File: config.mk
export PLATFORM = sky130hd
export DESIGN_NAME = i2c_bit_level_master
export DESIGN_NICKNAME = d
export VERILOG_FILES = /design/src/rtl/i2cbm_pkg.sv /design/src/rtl/i2cbm_cfg.sv /design/src/rtl/i2cbm_core.sv /design/src/rtl/i2cbm_out_reg.sv /design/src/rtl/i2c_bit_level_master.sv
export SDC_FILE = /design/constraint.sdc
export NUM_CORES = 1
export LEC_CHECK = 0
export BUFFER_PORTS_ARGS = -buffer_cell sky130_fd_sc_hd__buf_2
export CAP_MARGIN = 30
export CORE_AREA = 2 2 117 119
export DETAILED_ROUTE_END_ITERATION = 6
export DIE_AREA = 0 0 119 121
export GPL_ROUTABILITY_DRIVEN = 1
export PLACE_DENSITY = 0.64
export SYNTH_ARGS = -nofsm -noshare
export SYNTH_HDL_FRONTEND = slang
export SYNTH_SLANG_ARGS = --single-unit
File: constraint.sdc
create_clock -name clk_i -period 3.7 [get_ports clk_i]
set_input_delay 0.185 -clock clk_i [delete_from_list [all_inputs] [get_ports clk_i]]
set_output_delay 0.185 -clock clk_i [all_outputs]
set_load 0.01 [all_outputs]
File: src/rtl/i2cbm_pkg.sv
package i2cbm_pkg;

  localparam int unsigned HalfW = 16;
  localparam int unsigned ByteW = 8;
  localparam int unsigned BitCntW = 4;
  localparam int unsigned ModeW = 3;
  localparam int unsigned CfgIdxW = 1;
  localparam int unsigned TdataW = 16;

  localparam logic [HalfW-1:0] WriteHalfReset = 16'd5;
  localparam logic [HalfW-1:0] ReadHalfReset = 16'd50;
  localparam logic [BitCntW-1:0] BitsPerByte = 4'd8;

  typedef enum logic [CfgIdxW-1:0] {
    CFG_WRITE_HALF = 1'b0,
    CFG_READ_HALF  = 1'b1
  } cfg_idx_e;

  typedef enum logic [ModeW-1:0] {
    MODE_NONE  = 3'd0,
    MODE_START = 3'd1,
    MODE_STOP  = 3'd2,
    MODE_WRITE = 3'd3,
    MODE_READ  = 3'd4,
    MODE_ACK   = 3'd5
  } mode_e;

  typedef enum logic [3:0] {
    PH_IDLE    = 4'd0,
    PH_START_A = 4'd1,
    PH_START_B = 4'd2,
    PH_STOP_A  = 4'd3,
    PH_STOP_B  = 4'd4,
    PH_ACK_A   = 4'd5,
    PH_ACK_B   = 4'd6,
    PH_WR_LOW  = 4'd7,
    PH_WR_HIGH = 4'd8,
    PH_WR_ACKH = 4'd9,
    PH_WR_ACKL = 4'd10,
    PH_RD_LOW  = 4'd11,
    PH_RD_HIGH = 4'd12
  } phase_e;

  typedef struct packed {
    logic [ModeW-1:0] mode;
    logic [ByteW-1:0] write_data;
    logic             ack_bit;
    logic             sda_level;
  } tick_t;

  typedef struct packed {
    logic [HalfW-1:0] write_half_ticks;
    logic [HalfW-1:0] read_half_ticks;
  } cfg_t;

  typedef struct packed {
    logic             scl_level;
    logic             sda_pull_low;
    logic             busy_res;
    logic             done_res;
    logic [ByteW-1:0] read_data;
    logic             ack_seen;
  } result_t;

endpackage

File: src/rtl/i2cbm_cfg.sv
module i2cbm_cfg (
  input  logic                           clk_i,
  input  logic                           rst_ni,
  input  logic                           cfg_we_i,
  input  logic [i2cbm_pkg::CfgIdxW-1:0]  cfg_idx_i,
  input  logic [i2cbm_pkg::HalfW-1:0]    cfg_data_i,
  output i2cbm_pkg::cfg_t                cfg_o
);
  import i2cbm_pkg::*;

  logic [HalfW-1:0] write_half_q;
  logic [HalfW-1:0] read_half_q;

  always_ff @(posedge clk_i or negedge rst_ni) begin
    if (!rst_ni) begin
      write_half_q <= WriteHalfReset;
      read_half_q  <= ReadHalfReset;
    end else if (cfg_we_i) begin
      unique case (cfg_idx_e'(cfg_idx_i))
        CFG_WRITE_HALF: write_half_q <= cfg_data_i;
        CFG_READ_HALF:  read_half_q  <= cfg_data_i;
        default: ;
      endcase
    end
  end

  assign cfg_o.write_half_ticks = write_half_q;
  assign cfg_o.read_half_ticks  = read_half_q;

endmodule

File: src/rtl/i2cbm_core.sv
module i2cbm_core (
  input  logic                clk_i,
  input  logic                rst_ni,
  input  logic                step_i,
  input  i2cbm_pkg::tick_t    tick_i,
  input  i2cbm_pkg::cfg_t     cfg_i,
  output i2cbm_pkg::result_t  result_o
);
  import i2cbm_pkg::*;

  phase_e             phase_q, phase_d;
  logic [BitCntW-1:0] bit_count_q, bit_count_d;
  logic [HalfW-1:0]   tick_count_q, tick_count_d;
  logic [ByteW-1:0]   shift_q, shift_d;
  logic               scl_q, scl_d;
  logic               pull_q, pull_d;
  logic [ByteW-1:0]   last_read_q, last_read_d;
  logic               last_ack_q, last_ack_d;
  logic               done;
  logic [HalfW-1:0]   raw_len;
  logic [HalfW-1:0]   seg_len;

  always_comb begin
    if (phase_q == PH_RD_LOW || phase_q == PH_RD_HIGH) begin
      raw_len = cfg_i.read_half_ticks;
    end else begin
      raw_len = cfg_i.write_half_ticks;
    end
    seg_len = (raw_len == '0) ? HalfW'(1) : raw_len;
  end

  always_comb begin
    phase_d      = phase_q;
    bit_count_d  = bit_count_q;
    tick_count_d = tick_count_q;
    shift_d      = shift_q;
    scl_d        = scl_q;
    pull_d       = pull_q;
    last_read_d  = last_read_q;
    last_ack_d   = last_ack_q;
    done         = 1'b0;
    if (phase_q == PH_IDLE) begin
      bit_count_d = '0;
      case (mode_e'(tick_i.mode))
        MODE_START: begin
          phase_d = PH_START_A; scl_d = 1'b1; pull_d = 1'b0; tick_count_d = HalfW'(1);
        end
        MODE_STOP: begin
          phase_d = PH_STOP_A; scl_d = 1'b1; pull_d = 1'b1; tick_count_d = HalfW'(1);
        end
        MODE_WRITE: begin
          shift_d = tick_i.write_data;
          phase_d = PH_WR_LOW; scl_d = 1'b0; pull_d = ~tick_i.write_data[ByteW-1];
          tick_count_d = HalfW'(1);
        end
        MODE_READ: begin
          shift_d = '0;
          phase_d = PH_RD_LOW; scl_d = 1'b0; pull_d = 1'b0; tick_count_d = HalfW'(1);
        end
        MODE_ACK: begin
          phase_d = PH_ACK_A; scl_d = 1'b1; pull_d = ~tick_i.ack_bit;
          tick_count_d = HalfW'(1);
        end
        default: ;
      endcase
    end else if (tick_count_q < seg_len) begin
      tick_count_d = tick_count_q + HalfW'(1);
    end else begin
      tick_count_d = HalfW'(1);
      unique case (phase_q)
        PH_START_A: begin
          phase_d = PH_START_B; scl_d = 1'b1; pull_d = 1'b1;
        end
        PH_START_B: begin
          phase_d = PH_IDLE; scl_d = 1'b0; pull_d = 1'b1; tick_count_d = '0; done = 1'b1;
        end
        PH_STOP_A: begin
          phase_d = PH_STOP_B; scl_d = 1'b1; pull_d = 1'b0;
        end
        PH_STOP_B: begin
          phase_d = PH_IDLE; scl_d = 1'b1; pull_d = 1'b0; tick_count_d = '0; done = 1'b1;
        end
        PH_ACK_A: begin
          phase_d = PH_ACK_B; scl_d = 1'b0;
        end
        PH_ACK_B: begin
          phase_d = PH_IDLE; scl_d = 1'b0; tick_count_d = '0; done = 1'b1;
        end
        PH_WR_LOW: begin
          phase_d = PH_WR_HIGH; scl_d = 1'b1;
        end
        PH_WR_HIGH: begin
          shift_d     = {shift_q[ByteW-2:0], 1'b0};
          bit_count_d = bit_count_q + BitCntW'(1);
          if (bit_count_d >= BitsPerByte) begin
            phase_d = PH_WR_ACKH; scl_d = 1'b1; pull_d = 1'b0;
          end else begin
            phase_d = PH_WR_LOW; scl_d = 1'b0; pull_d = ~shift_q[ByteW-2];
          end
        end
        PH_WR_ACKH: begin
          last_ack_d = tick_i.sda_level;
          phase_d = PH_WR_ACKL; scl_d = 1'b0; pull_d = 1'b0;
        end
        PH_WR_ACKL: begin
          phase_d = PH_IDLE; scl_d = 1'b0; pull_d = 1'b0; tick_count_d = '0; done = 1'b1;
        end
        PH_RD_HIGH: begin
          shift_d     = {shift_q[ByteW-2:0], tick_i.sda_level};
          bit_count_d = bit_count_q + BitCntW'(1);
          phase_d = PH_RD_LOW; scl_d = 1'b0; pull_d = 1'b0;
        end
        PH_RD_LOW: begin
          if (bit_count_q >= BitsPerByte) begin
            last_read_d = shift_q;
            phase_d = PH_IDLE; scl_d = 1'b0; pull_d = 1'b0; tick_count_d = '0; done = 1'b1;
          end else begin
            phase_d = PH_RD_HIGH; scl_d = 1'b1; pull_d = 1'b0;
          end
        end
        default: begin
          phase_d = PH_IDLE; tick_count_d = '0;
        end
      endcase
    end
  end

  always_ff @(posedge clk_i or negedge rst_ni) begin
    if (!rst_ni) begin
      phase_q      <= PH_IDLE;
      bit_count_q  <= '0;
      tick_count_q <= '0;
      shift_q      <= '0;
      scl_q        <= 1'b1;
      pull_q       <= 1'b0;
      last_read_q  <= '0;
      last_ack_q   <= 1'b1;
    end else if (step_i) begin
      phase_q      <= phase_d;
      bit_count_q  <= bit_count_d;
      tick_count_q <= tick_count_d;
      shift_q      <= shift_d;
      scl_q        <= scl_d;
      pull_q       <= pull_d;
      last_read_q  <= last_read_d;
      last_ack_q   <= last_ack_d;
    end
  end

  assign result_o.scl_level    = scl_d;
  assign result_o.sda_pull_low = pull_d;
  assign result_o.busy_res     = (phase_d != PH_IDLE);
  assign result_o.done_res     = done;
  assign result_o.read_data    = last_read_d;
  assign result_o.ack_seen     = last_ack_d;

  a_done_goes_idle: assert property (@(posedge clk_i) disable iff (!rst_ni)
    done |-> phase_d == PH_IDLE) else $error("done without return to idle");
  a_idle_count_zero: assert property (@(posedge clk_i) disable iff (!rst_ni)
    phase_q == PH_IDLE |-> tick_count_q == '0) else $error("idle with running count");
  a_busy_count_live: assert property (@(posedge clk_i) disable iff (!rst_ni)
    phase_q != PH_IDLE |-> tick_count_q != '0) else $error("busy with zero count");
  a_bit_count_range: assert property (@(posedge clk_i) disable iff (!rst_ni)
    bit_count_q <= BitsPerByte) else $error("bit count beyond one byte");
  a_hold_when_stalled: assert property (@(posedge clk_i) disable iff (!rst_ni)
    !step_i |=> $stable(phase_q) && $stable(tick_count_q)) else $error("state moved without a request");

endmodule

File: src/rtl/i2cbm_out_reg.sv
module i2cbm_out_reg (
  input  logic                clk_i,
  input  logic                rst_ni,
  input  logic                load_i,
  input  i2cbm_pkg::result_t  result_i,
  input  logic                take_i,
  output logic                space_o,
  output logic                valid_o,
  output i2cbm_pkg::result_t  result_o
);
  import i2cbm_pkg::*;

  logic    valid_q, valid_d;
  result_t data_q;

  assign space_o = !valid_q || take_i;
  assign valid_d = load_i || (valid_q && !take_i);

  always_ff @(posedge clk_i or negedge rst_ni) begin
    if (!rst_ni) begin
      valid_q <= 1'b0;
    end else begin
      valid_q <= valid_d;
    end
  end

  always_ff @(posedge clk_i) begin
    if (load_i) begin
      data_q <= result_i;
    end
  end

  assign valid_o  = valid_q;
  assign result_o = data_q;

endmodule

File: src/rtl/i2c_bit_level_master.sv
// Tick-driven I2C master at bit level. Every request on the slave stream is one bus tick and
// yields exactly one result on the master stream, showing the SCL level, the SDA pull-down and
// the status after that tick. A request is taken in every cycle in which the output register is
// empty or is being read, so one tick a clock is sustained; the sequencer state is updated in
// that same cycle and the result appears in the cycle after. Commands are honoured only while the
// sequencer is idle; segment lengths come from the two half-period registers, which take effect
// immediately on write.
module i2c_bit_level_master (
  input  logic                          clk_i,
  input  logic                          rst_ni,
  input  logic                          cfg_we_i,
  input  logic [i2cbm_pkg::CfgIdxW-1:0] cfg_idx_i,
  input  logic [i2cbm_pkg::HalfW-1:0]   cfg_data_i,
  input  logic                          s_axis_tvalid,
  output logic                          s_axis_tready,
  // mode[2:0], write_data[10:3], ack_bit[11], sda_level[12], zero[15:13]
  input  logic [i2cbm_pkg::TdataW-1:0]  s_axis_tdata,
  output logic                          m_axis_tvalid,
  input  logic                          m_axis_tready,
  // scl_level[0], sda_pull_low[1], busy_res[2], done_res[3], read_data[11:4],
  // ack_seen[12], zero[15:13]
  output logic [i2cbm_pkg::TdataW-1:0]  m_axis_tdata
);
  import i2cbm_pkg::*;

  cfg_t    cfg;
  tick_t   tick;
  result_t step_res;
  result_t out_res;
  logic    space;
  logic    step;

  assign tick.mode       = s_axis_tdata[2:0];
  assign tick.write_data = s_axis_tdata[10:3];
  assign tick.ack_bit    = s_axis_tdata[11];
  assign tick.sda_level  = s_axis_tdata[12];

  assign s_axis_tready = space;
  assign step          = s_axis_tvalid && space;

  i2cbm_cfg u_cfg (
    .clk_i      (clk_i),
    .rst_ni     (rst_ni),
    .cfg_we_i   (cfg_we_i),
    .cfg_idx_i  (cfg_idx_i),
    .cfg_data_i (cfg_data_i),
    .cfg_o      (cfg)
  );

  i2cbm_core u_core (
    .clk_i    (clk_i),
    .rst_ni   (rst_ni),
    .step_i   (step),
    .tick_i   (tick),
    .cfg_i    (cfg),
    .result_o (step_res)
  );

  i2cbm_out_reg u_out (
    .clk_i    (clk_i),
    .rst_ni   (rst_ni),
    .load_i   (step),
    .result_i (step_res),
    .take_i   (m_axis_tready),
    .space_o  (space),
    .valid_o  (m_axis_tvalid),
    .result_o (out_res)
  );

  assign m_axis_tdata = {3'b000, out_res.ack_seen, out_res.read_data, out_res.done_res,
                         out_res.busy_res, out_res.sda_pull_low, out_res.scl_level};

endmodule

==> reports/qor.csv, run 1 <==
metric,value,unit
crit_required,3.81,ns
start_util,40.53,%
die_h,121,um
rrSetupSlack,0.11,ns
clock_path_buffers,2,
synth_edf_count,13,
io_pins,56,
drive_above_1_share,35.00,%
ys_ff_latch,89,
hold_end,u_out.valid_o$_DFF_PN0_,
die-area,14400,sq um
cts_buffers,9,
hp-class,in -> reg,
hp-start,s_axis_tvalid,
reg2reg_to,u_out.result_o[0]$_DFFE_PP_,
critPathMaxFanout,13,
layout_min_cycle_time,3.593,ns
busiest_layer,met2,
worst-path-buf-inv,4,
status,completed,
antenna_found_initial,0,
grt_max_degree,77,
end_kind,flip-flop,
power.density,441.5,nW/um^2
peakVddDrop,0.3342,mV
clkSinkCount,89,
drt_iter0_drc,282,
avgSynthCellArea,10.85,sq um
cts_tree,done,
setup-violations-final,0,
ys_warn_count,0,
hpwlAfterDp,8.695,mm
fin_util,48.74,%
cp_top_family,compound AO/OA/AOI/OAI gates,
hold_viol,0,
via_per_inst,5.641,
synthToLayoutAreaGrowth,20.24,%
n_antenna_cell,0,
clk_pin_slew,0.07,ns
multi_input_comb_area,2919,sq um
worstRegToRegCells,15,
post_drt_wl_per_cell,17.12,um
root_buffer,clkbuf_16,
gp_congestion,0.8609,
nNetsFinal,611,
critical_path_arrival,3.70,ns
met3_usage,4.135,%
critPathKind,reg -> reg,
synth_cell_types,65,
max_stage_delay,0.49,ns
grt_pass1_wl,20.21,mm
fill_cells,1187,
final_common_cell,dfrtp_1,
finalCritPeriodShare,97.11,%
cp-start-kind,flip-flop,
skew,0.008600,ns
hold_depth,2,
drt_first_pass_iters,5,
drcViolationCount,0,
grt_usage,17.69,%
global_route.usage.met1,23.42,%
synth_ff_type,dfrtp_1,
die_width,119,um
wl,12.60,mm
port_buffers,49,
grt-ovfl-total,0,
htreeDepth,3,
place_worst_setup_slack,-0.1072,ns
grt_pass1_vias,4005,
synthCells,489,
path_cells,buf_12 > buf_4 > nor4bb_1 > o21ai_0 > o221ai_1 > ha_1 > nand4_1 > or2_2 > o22ai_2 > a2111oi_4 > buf_4 > o21a_4 > buf_12 > nor3_1 > mux2_2,
finalPower,2.816,mW
core_area,13090,sq um
crit_slowest_cell,dfrtp_2,
crit_cells,15,
clkLatencyLatePin,0.35,ns
leakage,2.782,nW
rows,42,
max_freq,278.3,MHz
cap_violations,0,
synth_seq_area_share,43.38,%
slew_violations,0,
max-slew-margin-rel,42.71,%
met2_usage,28.84,%
via_count,4152,
layout_common_cells,"dfrtp_1, buf_2, nor2_1, mux2_2, buf_4",
seq_area,2303,sq um
synth-async-reset-ratio,85.39,%
ant_nets,0,
setup_slack,0.1068,ns
worstMarginPinSlew,0.8504,ns
timing.rr.start,u_core.phase_q[1]$_DFFE_PN0P_,
syn-cell-area,5304,sq um
[state kept, by name, summed over array words and instances (netlist names)]
register,count
u_core.last_ack_q,1
u_out.valid_o,1
u_core.shift_q,8
u_cfg.write_half_q,16
u_core.phase_q,4
u_core.last_read_q,8
u_core.scl_q,1
u_core.pull_q,1
u_core.bit_count_q,4
u_out.result_o,13
u_cfg.read_half_q,16
u_core.tick_count_q,16
[final cells by class]
class	count	share of cell area, %
multi-input cells	362	45.77
flip-flops and latches	89	36.12
repair buffers	85	10.05
clock buffers	10	3.590
well taps	176	3.453
clock inverters	6	0.5493
inverters	8	0.4709
[per-layer routing]
layer,vias to the layer above,routed length [um],share of wire (%)
met1,2065,5792,46
met5,-,0,0
met3,14,625,5.0
li1,1963,-,-
met4,0,177,1.4
met2,110,6007,48
[cell families (layout without fill, tap and decap cells)]
kind of cell / count (synthesis) / count (layout) / share of synthesized area (%)
xor gates and xnor gates: 12 / 12 / 1.982
other: 1 / 3 / 0.07070
and+or+nand+nor: 151 / 151 / 16.30
muxes: 59 / 59 / 13.64
buffers and inverters: 40 / 109 / 4.034
adders and majority gates: 18 / 18 / 4.246
DFF: 89 / 89 / 43.38
AOI/OAI and AO/OA: 119 / 119 / 16.35
[metrics by stage]
| step | instance area, sq um | setup TNS, ns | hold slack (ns) | instances |
|---|---|---|---|---|
| after floorplan | 5311 | 0 | -0.1106 | 491 |
| after global placement | 5821 | 0 | 0.3882 | 709 |
| after detailed placement | 5821 | -1.660 | 0.3963 | 709 |
| after CTS | 6090 | 0 | 0.02548 | 725 |
| after global routing | 6377 | -0.4298 | 0.03379 | 736 |
| final | 6377 | 0 | 0.03468 | 736 |
[worst reg2reg max path: stages (launching register included)]
cell,delay (ns)
dfrtp_2,0.49
buf_12,0.17
buf_4,0.15
nor4bb_1,0.12
o21ai_0,0.16
o221ai_1,0.19
ha_1,0.32
nand4_1,0.09
or2_2,0.34
o22ai_2,0.22
a2111oi_4,0.08
buf_4,0.16
o21a_4,0.14
buf_12,0.15
nor3_1,0.21
mux2_2,0.37
[what timing repair did]
item | 4_1_cts | 5_1_grt
hold buffers | 0 | 1
gates resized for setup | 2 | 30
hold endpoints to repair | 0 | 26
buffers inserted | 0 | 8
cloned | 0 | 1
pin swaps | 0 | 8
setup endpoints to repair | 27 | 47
[where the power goes]
part	switching [mW]	internal, mW	total, mW
combinational	0.395	0.373	0.768
sequential	0.114	1.11	1.22
clock	0.378	0.450	0.828
total	0.887	1.93	2.82
[worst max-delay path by stage]
| stage | from | end | slack [ns] |
|---|---|---|---|
| 2_1_floorplan | u_core.phase_q[2]$_DFFE_PN0P_ | u_core.shift_q[0]$_DFFE_PN0P_ | 0.28 |
| 3_3_place_gp | u_core.phase_q[1]$_DFFE_PN0P_ | u_core.shift_q[1]$_DFFE_PN0P_ | 0.02 |
| 3_5_place_dp | u_core.phase_q[1]$_DFFE_PN0P_ | u_core.shift_q[3]$_DFFE_PN0P_ | -0.11 |
| 4_1_cts | u_core.phase_q[1]$_DFFE_PN0P_ | u_core.shift_q[6]$_DFFE_PN0P_ | 0.02 |
| 5_1_grt | u_core.phase_q[1]$_DFFE_PN0P_ | u_core.shift_q[6]$_DFFE_PN0P_ | -0.04 |
| 6_report | u_core.phase_q[1]$_DFFE_PN0P_ | u_out.result_o[0]$_DFFE_PP_ | 0.11 |
[cells in the mapped netlist (4+ instances only)]
| cell type | n | share of area [%] |
|---|---|---|
| a21o_1 | 8 | 1.1 |
| a21oi_1 | 15 | 1.4 |
| a22o_1 | 11 | 1.8 |
| and3_1 | 5 | 0.59 |
| buf_2 | 6 | 0.57 |
| buf_4 | 7 | 0.99 |
| buf_6 | 4 | 0.85 |
| clkbuf_1 | 13 | 0.92 |
| dfrtp_1 | 69 | 33 |
| dfstp_2 | 7 | 3.5 |
| edfxtp_1 | 13 | 7.4 |
| ha_1 | 18 | 4.2 |
| inv_1 | 7 | 0.50 |
| mux2_2 | 42 | 8.9 |
| mux2_4 | 16 | 4.5 |
| nand2_1 | 25 | 1.8 |
| nand2b_1 | 8 | 0.94 |
| nand3_1 | 7 | 0.66 |
| nand4_1 | 12 | 1.4 |
| nor2_1 | 43 | 3.0 |
| nor2b_1 | 11 | 1.3 |
| nor3_1 | 5 | 0.47 |
| nor4bb_1 | 16 | 3.0 |
| o211ai_1 | 5 | 0.71 |
| o21ai_0 | 27 | 2.5 |
| o221ai_1 | 15 | 2.5 |
| o31ai_1 | 5 | 0.71 |
| or2_2 | 4 | 0.47 |
| xnor2_1 | 4 | 0.66 |
| xor2_1 | 8 | 1.3 |
Note: power is estimated with default switching activity, not from simulation.
==> run 2: changes to the inputs <==
PLACE_DENSITY = 0.7   (was 0.64)
==> run 2 against run 1 <==
  * Core utilization down 1.3 points
  * Final cell count shrank 1.1%
  * Clock skew fell by 0.00096 ns
  * Wire length is 3.0% lower
  * Total power is 1.7% lower
  * Largest power group unchanged
  * Worst setup slack improved by 0.025 ns
==> reports/qor.csv, run 2 (synthesis results as in run 1) <==
metric,value,unit,change
layout_common_cells,"dfrtp_1, buf_2, nor2_1",,
die-area,14400,sq um,unchanged
cts_buffers,9,,unchanged
drcViolationCount,0,,unchanged
start_util,40.53,%,unchanged
crit_slowest_cell,dfrtp_2,,
gp_congestion,0.8772,,+1.9%
htreeDepth,3,,unchanged
grt-ovfl-total,0,,unchanged
synthToLayoutAreaGrowth,17.15,%,
global_route.usage.met1,24.18,%,+0.76 points
nNetsFinal,603,,-1.3%
path_cells,buf_4 > o21ai_2 > a21oi_4 > buf_12 > o221ai_2 > ha_1 > a21o_1 > a21o_1 > a21oi_1 > o22ai_1 > a2111oi_2 > buf_4 > o21a_4 > a221o_1 > buf_12 > mux2_4,,
n_antenna_cell,0,,unchanged
worstMarginPinSlew,0.7725,ns,-0.07794 ns
critical_path_arrival,3.80,ns,+0.10 ns
power.density,445.4,nW/um^2,+0.89%
critPathMaxFanout,16,,+3
layout_min_cycle_time,3.568,ns,-0.02529 ns
post_drt_wl_per_cell,16.79,um,-1.9%
final_common_cell,dfrtp_1,,
clkSinkCount,89,,unchanged
grt_max_degree,58,,-25%
finalPower,2.768,mW,-1.7%
drive_above_1_share,33.33,%,-1.7 points
clk_pin_slew,0.06,ns,about the same
io_pins,56,,unchanged
antenna_found_initial,0,,unchanged
max_freq,280.3,MHz,+0.71%
crit_cells,16,,+1
max-slew-margin-rel,47.96,%,+5.3 points
fill_cells,1217,,+2.5%
worstRegToRegCells,16,,+1
setup-violations-final,0,,unchanged
clock_path_buffers,2,,unchanged
hpwlAfterDp,8.675,mm,-0.23%
clkLatencyLatePin,0.35,ns,about the same
grt_pass1_wl,20.74,mm,+2.6%
dpl.cell_count,707,,-0.28%
stdcell_count,728,,-1.1%
core_area,13090,sq um,unchanged
worst-path-buf-inv,4,,unchanged
grt_setup_unrepaired,no,,
max_stage_delay,0.48,ns,about the same
root_buffer,clkbuf_16,,
hold_viol,0,,unchanged
leakage,2.722,nW,-2.1%
critPathKind,reg -> reg,,
slew_violations,0,,unchanged
peakVddDrop,0.3017,mV,-9.7%
finalCritPeriodShare,96.43,%,-0.68 points
setup-tns-final,0,ns,unchanged
grt_usage,17.95,%,+0.26 points
hp-class,in -> reg,,
end_kind,flip-flop,,
cp_top_family,compound AO/OA/AOI/OAI gates,,
ant_nets,0,,unchanged
busiest_layer,met2,,
hold_depth,2,,unchanged
drt_first_pass_iters,5,,unchanged
via_count,4120,,-0.77%
cap_violations,0,,unchanged
grt_pass1_vias,4126,,+3.0%
drt_iter0_drc,192,,-32%
met3_usage,4.558,%,+0.42 points
cp-start-kind,flip-flop,,
status,completed,,
skew,0.007637,ns,-0.0009631 ns
port_buffers,49,,unchanged
met2_usage,28.56,%,-0.29 points
die_width,119,um,unchanged
cts_tree,done,,
via_per_inst,5.659,,+0.32%
wl,12.23,mm,-3.0%
rows,42,,unchanged
crit_required,3.94,ns,+0.13 ns
die_h,121,um,unchanged
biggestRegsByFlops,"u_cfg.read_half_q: 16 flops, u_cfg.write_half_q: 16 flops, u_core.tick_count_q: 16 flops",,
run 2: cell count changes in the layout (fill, tap and decap cells not counted), sizes merged:
cell	change
buf	-7
clkinvlp	-1
run 2: final timing paths:
kind / start / to / slack [ns]
worst max-delay path: u_core.phase_q[2]$_DFFE_PN0P_ / u_core.shift_q[7]$_DFFE_PN0P_ / 0.13
worst min-delay path: s_axis_tvalid / u_out.valid_o$_DFF_PN0_ / 0.05
worst max register to register: u_core.phase_q[2]$_DFFE_PN0P_ / u_core.shift_q[7]$_DFFE_PN0P_ / 0.13
worst min register to register: u_core.last_read_q[5]$_DFFE_PN0P_ / u_core.last_read_q[5]$_DFFE_PN0P_ / 0.51
max in group asynchronous: rst_ni / u_core.phase_q[1]$_DFFE_PN0P_ / 2.23
min in group asynchronous: rst_ni / u_out.valid_o$_DFF_PN0_ / 0.33
run 2: worst reg2reg max path: stages, from the launching register on:
cell,delay (ns)
dfrtp_2,0.48
buf_4,0.16
o21ai_2,0.15
a21oi_4,0.05
buf_12,0.15
o221ai_2,0.22
ha_1,0.29
a21o_1,0.16
a21o_1,0.17
a21oi_1,0.14
o22ai_1,0.10
a2111oi_2,0.39
buf_4,0.19
o21a_4,0.15
a221o_1,0.19
buf_12,0.15
mux2_4,0.30
run 2: final cells by class:
class | instances | area [sq um] | area share (%)
clock inverter | 5 | 32.53 | 0.5236
timing repair buffer | 77 | 503.0 | 8.095
multi-input combinational | 362 | 2892 | 46.54
sequential | 89 | 2303 | 37.07
clock buffer | 11 | 232.7 | 3.745
tap | 176 | 220.2 | 3.544
inverter | 8 | 30.03 | 0.4833
run 2: what timing repair did:
| item | 4_1_cts | 5_1_grt |
|---|---|---|
| resized for setup | 2 | 23 |
| endpoints found under the hold margin | 18 | 0 |
| endpoints found under the setup margin | 15 | 48 |
| gates cloned | 0 | 0 |
| pin swaps | 0 | 4 |
| hold buffers | 1 | 0 |
| buffers inserted | 0 | 4 |
run 2: layer usage:
metal / vias to the layer above / part of all wire [%]
li1: 1946 / -
met3: 21 / 4.9
met4: 0 / 1.5
met1: 2041 / 46
met5: - / 0
met2: 112 / 48
run 2: where the power goes:
part | switching (mW) | internal, mW | leakage, nW
clock | 0.382 | 0.454 | 0.133
sequential | 0.114 | 1.11 | 1.08
combinational | 0.372 | 0.340 | 1.51
total | 0.868 | 1.90 | 2.72
run 2: metrics by stage:
step           hold WS (ns)  util [%]  setup WS, ns  cell area, sq um
2_1_floorplan       -0.1106         -        0.2751              5311
3_3_place_gp         0.1739     44.25       0.09446              5791
3_5_place_dp         0.1784     44.25      -0.02667              5791
4_1_cts             0.04498     46.40      0.004129              6071
5_1_grt             0.04884     47.49      0.001059              6213
6_report            0.05116     47.49        0.1321              6213
==> run 3: changes to the inputs <==
CAP_MARGIN = 20   (was 30)
CORE_AREA = 5 5 120 122   (was 2 2 117 119)
DIE_AREA = 0 0 125 127   (was 0 0 119 121)
==> run 3 against run 2 <==
  * Count of clock-buffer cells in the layout shrank 2
  * Final cell count down 0.14%
  * Non-clock buffer count down 1
  * Register-to-register slack improved by 0.03 ns
  * Critical endpoint is now u_core.shift_q[5]$_DFFE_PN0P_
  * Combinational power shrank 1%
  * First-iteration DRC count rose by 46%
  * Clock power up 6.7%
  * Largest power group unchanged
  * Critical path type unchanged
==> reports/qor.csv, run 3 (synthesis results as in run 1) <==
metric,value,unit,change
power_frac_comb,25.1,%,-0.6 points
die_h,127,um,+5.0%
max-slew-margin-rel,44.37,%,-3.6 points
grt_max_degree,41,,-29%
grt_pass1_vias,4147,,+0.51%
htreeDepth,3,,unchanged
core_area,13090,sq um,unchanged
crit_required,3.93,ns,about the same
drt_first_pass_iters,5,,unchanged
stdcell_count,727,,-0.14%
dpl.cell_count,702,,-0.71%
p_int,1.950,mW,+2.6%
swShare,30.67,%,-0.68 points
leakage,2.699,nW,-0.88%
hold_viol,0,,unchanged
max_stage_delay,0.46,ns,-0.02 ns
final_common_cell,dfrtp_1,,
cp_top_family,compound AO/OA/AOI/OAI gates,,
nNetsFinal,602,,-0.17%
layout_min_cycle_time,3.539,ns,-0.02908 ns
path_cells,nor3b_4 > nand2_4 > buf_4 > o221ai_1 > ha_1 > nand4_1 > or2_2 > o22ai_1 > a2111oi_2 > buf_4 > o21a_4 > a221o_1 > buf_12 > mux2_4,,
synthToLayoutAreaGrowth,16.35,%,
max_freq,282.6,MHz,+0.82%
slew_violations,0,,unchanged
status,completed,,
start_util,40.53,%,unchanged
fill_cells,1203,,-1.2%
rows,42,,unchanged
wl,12.63,mm,+3.3%
die-area,15880,sq um,+10%
via_per_inst,5.725,,+1.2%
grt_pass1_wl,20.85,mm,+0.53%
cts_tree,done,,
clk_pin_slew,0.06,ns,about the same
crit_slowest_cell,dfrtp_2,,
critical_path_arrival,3.77,ns,-0.03 ns
hp-class,in -> reg,,
drcViolationCount,0,,unchanged
drt_iter0_drc,280,,+46%
cap_violations,0,,unchanged
cp-start-kind,flip-flop,,
gp_congestion,0.8475,,-3.4%
power.net_switching,0.8624,mW,-0.59%
io_pins,56,,unchanged
clkSinkCount,89,,unchanged
finalPower,2.812,mW,+1.6%
worst-path-buf-inv,3,,-1
placed_area,5741,sq um,-0.86%
drive_above_1_share,32.67,%,-0.67 points
clock_path_buffers,2,,unchanged
skew,0.009474,ns,+0.001836 ns
finalCritPeriodShare,95.64,%,-0.79 points
die_width,125,um,+5.0%
critPathKind,reg -> reg,,
n_antenna_cell,0,,unchanged
biggestRegsByFlops,"u_cfg.read_half_q: 16 flops, u_cfg.write_half_q: 16 flops, u_core.tick_count_q: 16 flops",,
end_kind,flip-flop,,
grt-ovfl-total,0,,unchanged
seqPwrFrac,43.2,%,-0.8 points
path_common_cell,buf_4,,
clkLatencyLatePin,0.35,ns,about the same
worstMarginPinSlew,0.8345,ns,+0.06200 ns
peakVddDrop,0.2733,mV,-9.4%
port_buffers,49,,unchanged
setup-violations-final,0,,unchanged
antenna_found_initial,0,,unchanged
post_drt_wl_per_cell,17.38,um,+3.5%
design_area,6171,sq um,-0.68%
fin_util,47.16,%,-0.33 points
power.density,455.7,nW/um^2,+2.3%
critPathMaxFanout,10,,-6
hpwlAfterDp,8.884,mm,+2.4%
ant_nets,0,,unchanged
via_count,4162,,+1.0%
cts_buffers,9,,unchanged
clkPwrFrac,31.7,%,+1.5 points
layout_common_cells,"dfrtp_1, buf_2, nor2_1",,
grt_usage,16.02,%,-1.9 points
root_buffer,clkbuf_16,,
==> run 3: layout make-up <==
type | instances | area, sq um | area share, %
sequential | 89 | 2303 | 37.33
clock buffer | 9 | 225.2 | 3.650
timing repair buffer | 76 | 486.7 | 7.887
clock inverter | 7 | 61.31 | 0.9935
inverter | 8 | 30.03 | 0.4866
multi-input combinational | 362 | 2844 | 46.09
tap | 176 | 220.2 | 3.569
==> run 3: metal layers <==
metal  vias up  track usage (%)  part of all wire [%]
li1       1949                -                     -
met1      2049            21.06                    44
met2       147            26.04                    48
met3        17            4.048                   6.6
met4         0            5.357                   1.6
met5         -                0                     0
==> run 3: worst register-to-register path, stage by stage, from the launching register on <==
cell,delay [ns]
dfrtp_2,0.46
nor3b_4,0.26
nand2_4,0.15
buf_4,0.20
o221ai_1,0.26
ha_1,0.20
nand4_1,0.14
or2_2,0.33
o22ai_1,0.20
a2111oi_2,0.07
buf_4,0.16
o21a_4,0.15
a221o_1,0.39
buf_12,0.16
mux2_4,0.29
==> run 3: power groups by stage <==
| stage | clock network [mW] | registers, mW | logic [mW] |
|---|---|---|---|
| after floorplan | 0 | 1.19 | 0.492 |
| after global placement | 0 | 1.22 | 0.631 |
| after detailed placement | 0 | 1.22 | 0.656 |
| after CTS | 0.917 | 1.21 | 0.666 |
| after global routing | 0.960 | 1.23 | 0.783 |
| final | 0.892 | 1.21 | 0.705 |
==> run 3: what timing repair did <==
item                       in CTS  in global routing
hold endpoints to repair       35                  0
setup buffers                   1                  7
setup endpoints to repair      36                 28
hold buffers                    1                  0
gates resized for setup         3                 13
pin swaps                       1                  2
==> run 3: final timing paths <==
kind                                                        start                                end  slack, ns  depth (start not counted)
worst max-delay path                u_core.phase_q[1]$_DFFE_PN0P_      u_core.shift_q[5]$_DFFE_PN0P_       0.16                         14
worst min-delay path                                s_axis_tvalid            u_out.valid_o$_DFF_PN0_       0.05                          2
worst max register to register      u_core.phase_q[1]$_DFFE_PN0P_      u_core.shift_q[5]$_DFFE_PN0P_       0.16                         14
worst min register to register  u_core.last_read_q[6]$_DFFE_PN0P_  u_core.last_read_q[6]$_DFFE_PN0P_       0.51                          1
max in group asynchronous                                  rst_ni      u_core.phase_q[1]$_DFFE_PN0P_       2.14                          3
min in group asynchronous                                  rst_ni            u_out.valid_o$_DFF_PN0_       0.47                          2
==> run 3: metrics by stage <==
step | setup slack (ns) | setup TNS (ns) | hold WS [ns]
global placement | 0.01641 | 0 | 0.3290
CTS | 0.03485 | 0 | 0.03591
detailed placement | -0.1045 | -1.350 | 0.3382
global route | -0.03818 | -0.2868 | 0.04387
floorplan | 0.2751 | 0 | -0.1106
finish | 0.1612 | 0 | 0.04576
